[src/sv/tksd_pkg.sv]
`timescale 1ns / 1ps

package tksd_pkg;

  localparam int NumSeq   = 10;
  localparam int SeqMax   = 5;
  localparam int ActWidth = 5;

  typedef logic [ActWidth-1:0] action_t;
  typedef logic [NumSeq-1:0]   seq_mask_t;

  localparam logic [7:0] KeyEsc = 8'h1B;

  localparam action_t ActNone      = 5'd0;
  localparam action_t ActCutEnd    = 5'd1;
  localparam action_t ActCutStart  = 5'd2;
  localparam action_t ActCutWord   = 5'd3;
  localparam action_t ActHome      = 5'd4;
  localparam action_t ActEnd       = 5'd5;
  localparam action_t ActDelete    = 5'd6;
  localparam action_t ActBackspace = 5'd7;
  localparam action_t ActCtrlX     = 5'd8;
  localparam action_t ActCtrlP     = 5'd9;
  localparam action_t ActRight     = 5'd10;
  localparam action_t ActUp        = 5'd11;
  localparam action_t ActLeft      = 5'd12;
  localparam action_t ActDown      = 5'd13;
  localparam action_t ActWordLeft  = 5'd14;
  localparam action_t ActWordRight = 5'd15;
  localparam action_t ActCutWordFw = 5'd16;
  localparam action_t ActJumpUp    = 5'd17;
  localparam action_t ActJumpDown  = 5'd18;
  localparam action_t ActBell      = 5'd19;
  localparam action_t ActPending   = 5'd20;

  localparam logic [7:0] SeqBytes [NumSeq][SeqMax] = '{
    '{8'h5B, 8'h43, 8'h00, 8'h00, 8'h00},  // [C
    '{8'h5B, 8'h41, 8'h00, 8'h00, 8'h00},  // [A
    '{8'h5B, 8'h44, 8'h00, 8'h00, 8'h00},  // [D
    '{8'h5B, 8'h42, 8'h00, 8'h00, 8'h00},  // [B
    '{8'h5B, 8'h33, 8'h7E, 8'h00, 8'h00},  // [3~
    '{8'h62, 8'h00, 8'h00, 8'h00, 8'h00},  // b
    '{8'h66, 8'h00, 8'h00, 8'h00, 8'h00},  // f
    '{8'h64, 8'h00, 8'h00, 8'h00, 8'h00},  // d
    '{8'h5B, 8'h31, 8'h3B, 8'h35, 8'h41},  // [1;5A
    '{8'h5B, 8'h31, 8'h3B, 8'h35, 8'h42}   // [1;5B
  };

  localparam logic [2:0] SeqLen [NumSeq] = '{
    3'd2, 3'd2, 3'd2, 3'd2, 3'd3, 3'd1, 3'd1, 3'd1, 3'd5, 3'd5
  };

  localparam action_t SeqAction [NumSeq] = '{
    ActRight, ActUp, ActLeft, ActDown, ActDelete,
    ActWordLeft, ActWordRight, ActCutWordFw, ActJumpUp, ActJumpDown
  };

  // Action for a byte received outside an escape sequence.
  function automatic action_t idle_action(logic [7:0] b);
    action_t act;
    unique case (b)
      8'h0B:   act = ActCutEnd;
      8'h15:   act = ActCutStart;
      8'h17:   act = ActCutWord;
      8'h01:   act = ActHome;
      8'h05:   act = ActEnd;
      8'h04:   act = ActDelete;
      8'h7F:   act = ActBackspace;
      8'h08:   act = ActBackspace;
      8'h18:   act = ActCtrlX;
      8'h10:   act = ActCtrlP;
      default: act = ActNone;
    endcase
    return act;
  endfunction

endpackage

[src/sv/terminal_key_sequence_decoder.sv]
`timescale 1ns / 1ps

// Each input transfer loads its action into the output register.
// Throughput: one byte per cycle if not stalled; all ten sequences are matched in parallel.
// A byte is taken whenever the output register is empty or is being drained that cycle.
// Reset (rst_ni low, asynchronous): idle mode, candidate mask all ones, no output pending.
module terminal_key_sequence_decoder (
  input  logic                 clk_i,
  input  logic                 rst_ni,
  input  logic                 key_valid_i,
  output logic                 key_ready_o,
  input  logic [7:0]           key_byte_i,
  output logic                 action_valid_o,
  input  logic                 action_ready_i,
  output tksd_pkg::action_t    action_o
);

  logic                  in_escape_q, in_escape_d;
  logic [2:0]            matched_count_q, matched_count_d;
  tksd_pkg::seq_mask_t   candidate_mask_q, candidate_mask_d;
  logic                  out_valid_q;
  tksd_pkg::action_t     action_q, action_d;

  tksd_pkg::seq_mask_t   hit;
  logic                  done;
  tksd_pkg::action_t     done_action;
  logic                  key_xfer;

  assign key_ready_o    = !out_valid_q || action_ready_i;
  assign key_xfer       = key_valid_i && key_ready_o;
  assign action_valid_o = out_valid_q;
  assign action_o       = action_q;

  always_comb begin
    done        = 1'b0;
    done_action = tksd_pkg::ActNone;
    for (int k = 0; k < tksd_pkg::NumSeq; k++) begin
      if (candidate_mask_q[k] && (matched_count_q < tksd_pkg::SeqLen[k]) &&
          (int'(matched_count_q) < tksd_pkg::SeqMax)) begin
        hit[k] = (tksd_pkg::SeqBytes[k][matched_count_q] == key_byte_i);
      end else begin
        hit[k] = 1'b0;
      end
    end
    // The lowest-numbered sequence that completes on this byte wins.
    for (int k = tksd_pkg::NumSeq - 1; k >= 0; k--) begin
      if (hit[k] && ({1'b0, tksd_pkg::SeqLen[k]} == ({1'b0, matched_count_q} + 4'd1))) begin
        done        = 1'b1;
        done_action = tksd_pkg::SeqAction[k];
      end
    end
  end

  always_comb begin
    in_escape_d      = in_escape_q;
    matched_count_d  = matched_count_q;
    candidate_mask_d = candidate_mask_q;
    if (!in_escape_q) begin
      if (key_byte_i == tksd_pkg::KeyEsc) begin
        in_escape_d      = 1'b1;
        matched_count_d  = 3'd0;
        candidate_mask_d = '1;
        action_d         = tksd_pkg::ActPending;
      end else begin
        action_d = tksd_pkg::idle_action(key_byte_i);
      end
    end else if (hit == '0) begin
      in_escape_d      = 1'b0;
      matched_count_d  = 3'd0;
      candidate_mask_d = '1;
      action_d         = tksd_pkg::ActBell;
    end else if (done) begin
      in_escape_d      = 1'b0;
      matched_count_d  = 3'd0;
      candidate_mask_d = '1;
      action_d         = done_action;
    end else begin
      candidate_mask_d = hit;
      matched_count_d  = matched_count_q + 3'd1;
      action_d         = tksd_pkg::ActPending;
    end
  end

  always_ff @(posedge clk_i or negedge rst_ni) begin
    if (!rst_ni) begin
      in_escape_q      <= 1'b0;
      matched_count_q  <= 3'd0;
      candidate_mask_q <= '1;
      out_valid_q      <= 1'b0;
    end else begin
      if (key_xfer) begin
        in_escape_q      <= in_escape_d;
        matched_count_q  <= matched_count_d;
        candidate_mask_q <= candidate_mask_d;
        out_valid_q      <= 1'b1;
      end else if (action_ready_i) begin
        out_valid_q <= 1'b0;
      end
    end
  end

  always_ff @(posedge clk_i) begin
    if (key_xfer) begin
      action_q <= action_d;
    end
  end

endmodule

[config.mk]
export PLATFORM = sky130hd
export DESIGN_NAME = terminal_key_sequence_decoder
export DESIGN_NICKNAME = d
export VERILOG_FILES = /design/src/sv/tksd_pkg.sv /design/src/sv/terminal_key_sequence_decoder.sv
export SDC_FILE = /design/constraint.sdc
export NUM_CORES = 1
export LEC_CHECK = 0
export BUFFER_PORTS_ARGS = -buffer_cell sky130_fd_sc_hd__buf_2
export CAP_MARGIN = 20
export CORE_ASPECT_RATIO = 1.75
export CORE_MARGIN = 2
export CORE_UTILIZATION = 54
export DETAILED_ROUTE_END_ITERATION = 6
export HOLD_SLACK_MARGIN = 0.06
export PLACE_DENSITY_LB_ADDON = 0.2
export SKIP_LAST_GASP = 1
export SYNTH_ARGS = -nofsm -noshare
export SYNTH_HDL_FRONTEND = slang
export SYNTH_SLANG_ARGS = --single-unit
[constraint.sdc]
create_clock -name clk_i -period 2.8 [get_ports clk_i]
set_clock_uncertainty 0.15 [all_clocks]
set_input_delay 0.84 -clock clk_i [delete_from_list [all_inputs] [get_ports clk_i]]
set_output_delay 0.84 -clock clk_i [all_outputs]
set_load 0.05 [all_outputs]
==> results of run 1 <==
-- sequential cells by signal, summed over array words and instances (netlist names) --
register          flops
action_o              5
action_valid_o        1
candidate_mask_q     10
in_escape_q           1
matched_count_q       3
-- path summary, 6_finish.rpt --
| path | endpoint | cells past startpoint |
|---|---|---|
| max in group asynchronous | candidate_mask_q[1] | 1 |
| min in group clk_i | candidate_mask_q[4] | 2 |
| min reg2reg | candidate_mask_q[4] | 2 |
| min | in_escape_q | 1 |
| max | matched_count_q[2] | 11 |
| max reg2reg | matched_count_q[2] | 11 |
-- placed cells by master, fill, tap and decap left out, types with 4 or more instances in the layout --
| cell type | count |
|---|---|
| o21ai_1 | 4 |
| edfxtp_1 | 5 |
| or3_1 | 5 |
| xnor2_1 | 6 |
| nand2_1 | 9 |
| buf_2 | 16 |
| dfstp_2 | 10 |
| xor2_1 | 5 |
| nand3_1 | 6 |
| buf_6 | 8 |
| buf_4 | 75 |
| o21ai_0 | 8 |
| nor3b_1 | 6 |
| nor3_1 | 5 |
| nand2b_1 | 8 |
| a21oi_1 | 6 |
| dfrtp_1 | 4 |
| nor2_1 | 29 |
| inv_1 | 6 |
-- area by class of cell --
class / instances / area [sq um] / area share (%)
Multi-Input combinational cell: 197 / 1590 / 52.5
Inverter: 8 / 30.0 / 0.990
Sequential cell: 20 / 539 / 17.8
Tap cell: 46 / 57.6 / 1.90
Clock buffer: 4 / 66.3 / 2.19
Timing Repair Buffer: 100 / 748 / 24.7
-- kinds of logic (layout without fill, tap and decap cells) --
family          Yosys count  in the layout
xor+xnor                 11             11
mux                       2              2
flops                    20             20
fa+ha+maj                 7              7
buf+inv                  29            112
simple gates            111            111
compound gates           66             66
-- through the flow --
step / instances / setup WS (ps) / hold slack, ps / area, sq um / utilization [%]
final: 375 / -100 / 330 / 3030 / 83.6
after global routing: 375 / -183 / 359 / 3030 / 83.6
after CTS: 365 / -131 / 335 / 2790 / 77.0
after detailed placement: 353 / -559 / 343 / 2570 / 70.9
after global placement: 353 / -628 / 340 / 2570 / 70.9
after floorplan: 246 / -187 / 316 / 2070 / -
-- what timing repair did --
action / 4_1_cts / 5_1_grt
pin swaps: 8 / 18
setup buffers: 7 / 10
gates resized for setup: 22 / 33
gates cloned: 1 / 0
hold endpoints to repair: 0 / 0
setup endpoints to repair: 16 / 19
-- power groups by stage --
stage	combinational (W)	sequential (W)	clock [W]
3_5_place_dp	0.00107	0.000545	0
4_1_cts	0.00111	0.000544	0.000258
2_1_floorplan	0.000686	0.000549	0
5_1_grt	0.00152	0.000569	0.000271
6_report	0.00141	0.000559	0.000261
3_3_place_gp	0.00105	0.000545	0
-- worst max-delay path: stages (launching register included) --
cell and delay (ps):
dfrtp_1 390, inv_2 70, ha_4 190, buf_6 130, and4b_1 180, a221o_1 350, nand3b_1 210, a21oi_2 100
nor4b_4 540, nor3b_4 140, buf_6 160, a31o_2 180
-- metal layers --
metal | global-route usage, % | routed length [um] | up-vias
met5 | 0 | 0 | -
met4 | 24.8 | 832 | 0
met3 | 2.44 | 653 | 75
met2 | 58.7 | 4090 | 184
met1 | 34.7 | 2730 | 1174
li1 | - | - | 1089
==> metrics.cfg, run 1 <==
[worst_setup_path]
arrival_ps = 2910
rr_startpoint = matched_count_q[1]
start_kind = flip-flop
end_kind = flip-flop
required_ps = 2810
crit_start = matched_count_q[1]
ff2ff_setup_slack_ps = -100
path_class = flip-flop to flip-flop
critPathMaxFanout = 6

[yosys]
yosysWarnings = 0
yosys-top-cells-area = dfstp_2, edfxtp_1, dfrtp_1, nor2_1, ha_1
syn-cell-area_sq_um = 2050
synth_most_common_cell = nor2_1
synthXorXnorAreaFrac_pct = 4.70
synth_area_leader_cell = dfstp_2
avgSynthCellArea_sq_um = 8.34
yosys.area_share.simple_pct = 33.0
async_flop_share_pct = 75.0
synth_top_area_share_pct = 12.8
syn_inst = 246
ys_ff_latch = 20
synth_top_flop_cell = dfstp_2
synth_nets = 265
synthAdderAreaFrac_pct = 4.27
synth.distinct_cells = 74
synth_commonest_cells = nor2_1, dfstp_2, nand2_1
synth_top_family_by_area = simple AND/OR/NAND/NOR gates
ys_seq_area_share_pct = 26.2
synth-edff-count = 5
muxShareOfSynthArea_pct = 0.976
synth_compound_area_share_pct = 23.4

[layout]
fin_nets = 349
diodes = 0
area_growth_pct = 47.8
drive_gt1_share_pct = 48.9
fillCellCount = 216

[floorplanning]
die-area_sq_um = 4330
core_area_sq_um = 3630
row_count = 29
io_pins = 19
start_util_pct = 56.6
fp.dieW_um = 50.6
fp.dieH_um = 85.5

[global_route]
grt_pass1_vias = 2331
grt_usage_pct = 32.9
grt_pass1_wl_um = 10700
gr-total-overflow = 0
antenna_found_initial = 0
grt_max_degree = 16

[power]
internal-power_w = 0.00127
total_power_w = 0.00223
powerDensity_nw_per_um2 = 736
vdd_ir_drop_max_v = 0.000688
combPwrFrac_pct = 63.3
p_switching_w = 0.000965
power_frac_clock_pct = 11.7
power_frac_seq_pct = 25.0
p_sw_share_pct = 43.2
power_leakage_nw = 1.25

[routing]
dr.pass1.iters = 5
wl_per_cell_um = 22.1
drc = 0
ant_nets = 0
vias_per_cell = 6.73
drt-total-wl_um = 8310
num_vias = 2522
drt_iter0_drc = 130

[cts]
cts.sinks = 20
htree_levels = 1
clk_path_buf_depth = 2
cts-root-buf = clkbuf_8
cts-buffers-inserted = 3
clk_pin_slew_worst_paths_ps = 80
cts_tree = done
hold_buffers = 0
worstSkewPairLatency_ps = 270

[timing]
setup_tns_ps = -644
worst_slack_ps = -100
rsz0062_at_grt = true
hold_viol_final = 0
period_share_pct = 104
slew_viol_final = 0
fmax_mhz = 345
slew_headroom_pct = 65.1
period_minus_slack_ps = 2900
setup_viol = 15
tightest_slew_ps = 521

[place]
dp_hpwl_um = 4860
gp_congestion = 1.00
port_buffers = 18

[outcome]
status = complete, but fails checks
failed_checks = setup timing

[flow_run]
drv_cap = 0

[hold_path]
hp-class = primary input to asynchronous set/reset pin

(Power assumes the default switching activity.)
==> run 2, diff against run 1 <==
--- a/config.mk
+++ b/config.mk
@@ -5,11 +5,12 @@
 export SDC_FILE = /design/constraint.sdc
 export NUM_CORES = 1
 export LEC_CHECK = 0
+export ABC_AREA = 1
 export BUFFER_PORTS_ARGS = -buffer_cell sky130_fd_sc_hd__buf_2
 export CAP_MARGIN = 20
 export CORE_ASPECT_RATIO = 1.75
 export CORE_MARGIN = 2
-export CORE_UTILIZATION = 54
+export CORE_UTILIZATION = 55
 export DETAILED_ROUTE_END_ITERATION = 6
 export HOLD_SLACK_MARGIN = 0.06
 export PLACE_DENSITY_LB_ADDON = 0.2
@@ -17,3 +18,4 @@
 export SYNTH_ARGS = -nofsm -noshare
 export SYNTH_HDL_FRONTEND = slang
 export SYNTH_SLANG_ARGS = --single-unit
+export TNS_END_PERCENT = 5
==> metrics.cfg, run 2 <==
[yosys]
synth_top_area_share_pct = 21.6  ; +8.8 points
synth_nets = 383  ; +45%
syn_inst = 364  ; +48%
synth_area_leader_cell = nand2_1
synth_top_flop_cell = dfstp_2
avgSynthCellArea_sq_um = 6.01  ; -28%
async_flop_share_pct = 75.0  ; unchanged
synth_most_common_cell = nand2_1
synth.distinct_cells = 31  ; -58%
synth-edff-count = 5  ; unchanged
synth_commonest_cells = nand2_1, inv_1, nand3_1, nor2_1, dfstp_2
syn-cell-area_sq_um = 2190  ; +6.6%
ys_seq_area_share_pct = 24.6  ; -1.6 points
yosysWarnings = 0  ; unchanged
ys_ff_latch = 20  ; unchanged
yosys-top-cells-area = nand2_1, dfstp_2, nand3_1, inv_1, nor2_1

[timing]
rsz0062_at_grt = false
period_minus_slack_ps = 2560  ; -339 ps
period_share_pct = 91.5  ; -12 points
setup_tns_ps = 0  ; +644 ps
slew_headroom_pct = 75.5  ; +10 points
fmax_mhz = 390  ; +13%
slew_viol_final = 0  ; unchanged
tightest_slew_ps = 365  ; -156 ps
worst_slack_ps = 239  ; +339 ps
setup_viol = 0  ; -15
hold_viol_final = 0  ; unchanged

[power]
power_leakage_nw = 1.34  ; +7.4%
vdd_ir_drop_max_v = 0.000268  ; -61%
powerDensity_nw_per_um2 = 318  ; -57%
total_power_w = 0.000759  ; -66%

[worst_setup_path]
required_ps = 2840  ; +30 ps
arrival_ps = 2600  ; -310 ps
critPathMaxFanout = 10  ; +4
start_kind = flip-flop
path_class = flip-flop to flip-flop
end_kind = flip-flop

[layout]
final_core_util_pct = 61.7  ; -22 points
fin_nets = 405  ; +16%
diodes = 0  ; unchanged
drive_gt1_share_pct = 21.3  ; -28 points
area_growth_pct = 8.98
final_cell_mix = nand2_1, inv_1, nand3_1, nor2_1, buf_2
max_flop_register = candidate_mask_q
layout_commonest_cell = nand2_1
largest_register_ffs = 10  ; unchanged

[global_route]
grt_pass1_vias = 2101  ; -9.9%
grt_pass1_wl_um = 9360  ; -13%
grt_usage_pct = 27.4  ; -5.5 points
gr-total-overflow = 0  ; unchanged
antenna_found_initial = 0  ; unchanged
grt_max_degree = 16  ; unchanged

[cts]
cts.sinks = 20  ; unchanged
clk_pin_slew_worst_paths_ps = 70  ; about the same
cts_tree = done
cts-root-buf = clkbuf_8
cts-buffers-inserted = 3  ; unchanged
clk_path_buf_depth = 2  ; unchanged
cts_setup_buffers = 0  ; -7
worstSkewPairLatency_ps = 260  ; about the same
htree_levels = 1  ; unchanged

[place]
gp_congestion = 0.895  ; -11%
pre_cts_ws_ps = 109  ; +669 ps
port_buffers = 18  ; unchanged
dp_hpwl_um = 4660  ; -4.1%

[routing]
num_vias = 2234  ; -11%
drc = 0  ; unchanged
drt_iter0_drc = 105  ; -19%
ant_nets = 0  ; unchanged
vias_per_cell = 5.16  ; -23%
drt-total-wl_um = 5610  ; -32%
wl_per_cell_um = 12.9  ; -42%
dr.pass1.iters = 4  ; -1

[floorplanning]
core_area_sq_um = 3870  ; +6.6%
die-area_sq_um = 4520  ; +4.4%
fp.dieH_um = 87.4  ; +2.2%
fp.dieW_um = 51.7  ; +2.1%
io_pins = 19  ; unchanged
start_util_pct = 56.6  ; about the same
row_count = 30  ; +3.4%

[flow_run]
drv_cap = 0  ; unchanged

[hold_path]
hp-class = primary input to asynchronous set/reset pin

[outcome]
status = finished clean

run 2: kinds of logic after synthesis:
logic type,Yosys count,share of synthesized area (%)
XOR/XNOR,1,0.400
buffers and inverters,67,13.2
adder cells (fa/ha/maj),7,4.00
AO/OA/AOI/OAI,20,5.32
flip-flops,20,24.6
AND/OR/NAND/NOR,249,52.5
run 2: critical path, cell delays in order, from the launching register on:
cell,delay [ps]
dfrtp_1,470
inv_2,130
ha_2,270
inv_2,60
nor2_2,170
nand2_1,90
nand3_2,110
nor2_1,90
nand3_1,90
nand2_1,60
nor2_2,160
nand3_2,120
nor2_4,250
nand2_4,130
o21ai_2,120
run 2: power breakdown:
part	switching [W]	leakage (nW)	internal (W)
combinational	0.000159	1.10	0.0000657
sequential	0.0000102	0.220	0.000329
clock	0.0000940	0.0228	0.000101
run 2: final timing paths:
path,from,end,slack (ps),cells past startpoint
hold reg to reg,candidate_mask_q[0],candidate_mask_q[0],330,2
max in group asynchronous,rst_ni,candidate_mask_q[4],1900,1
hold / removal,rst_ni,in_escape_q,310,1
min in group clk_i,candidate_mask_q[0],candidate_mask_q[0],330,2
setup reg to reg,matched_count_q[1],matched_count_q[0],240,14
setup / recovery,matched_count_q[1],matched_count_q[0],240,14
run 2: final cells by class:
class	count	area, sq um
clock buffers	4	45.0
fillers	388	1480
inverters	57	219
multi-input cells	277	1370
flip-flops and latches	20	538
well taps	48	60.1
repair buffers	27	158
run 2: stage by stage:
step	cells	cell area, sq um	hold WS [ps]
6_report	433	2380	310
5_1_grt	433	2380	343
4_1_cts	433	2380	325
3_5_place_dp	429	2340	322
3_3_place_gp	429	2340	314
2_1_floorplan	364	2190	296
run 2: timing repair:
item | CTS | global route
resized for setup | 0 | 1
setup endpoints to repair | 0 | 15
hold buffers | 0 | 0
run 2: per-layer routing:
metal / vias up / global-route usage (%) / wire, um
li1: 1165 / - / -
met1: 990 / 31.0 / 2290
met2: 55 / 49.3 / 2880
met3: 24 / 1.89 / 144
met4: 0 / 15.1 / 284
met5: - / 0 / 0
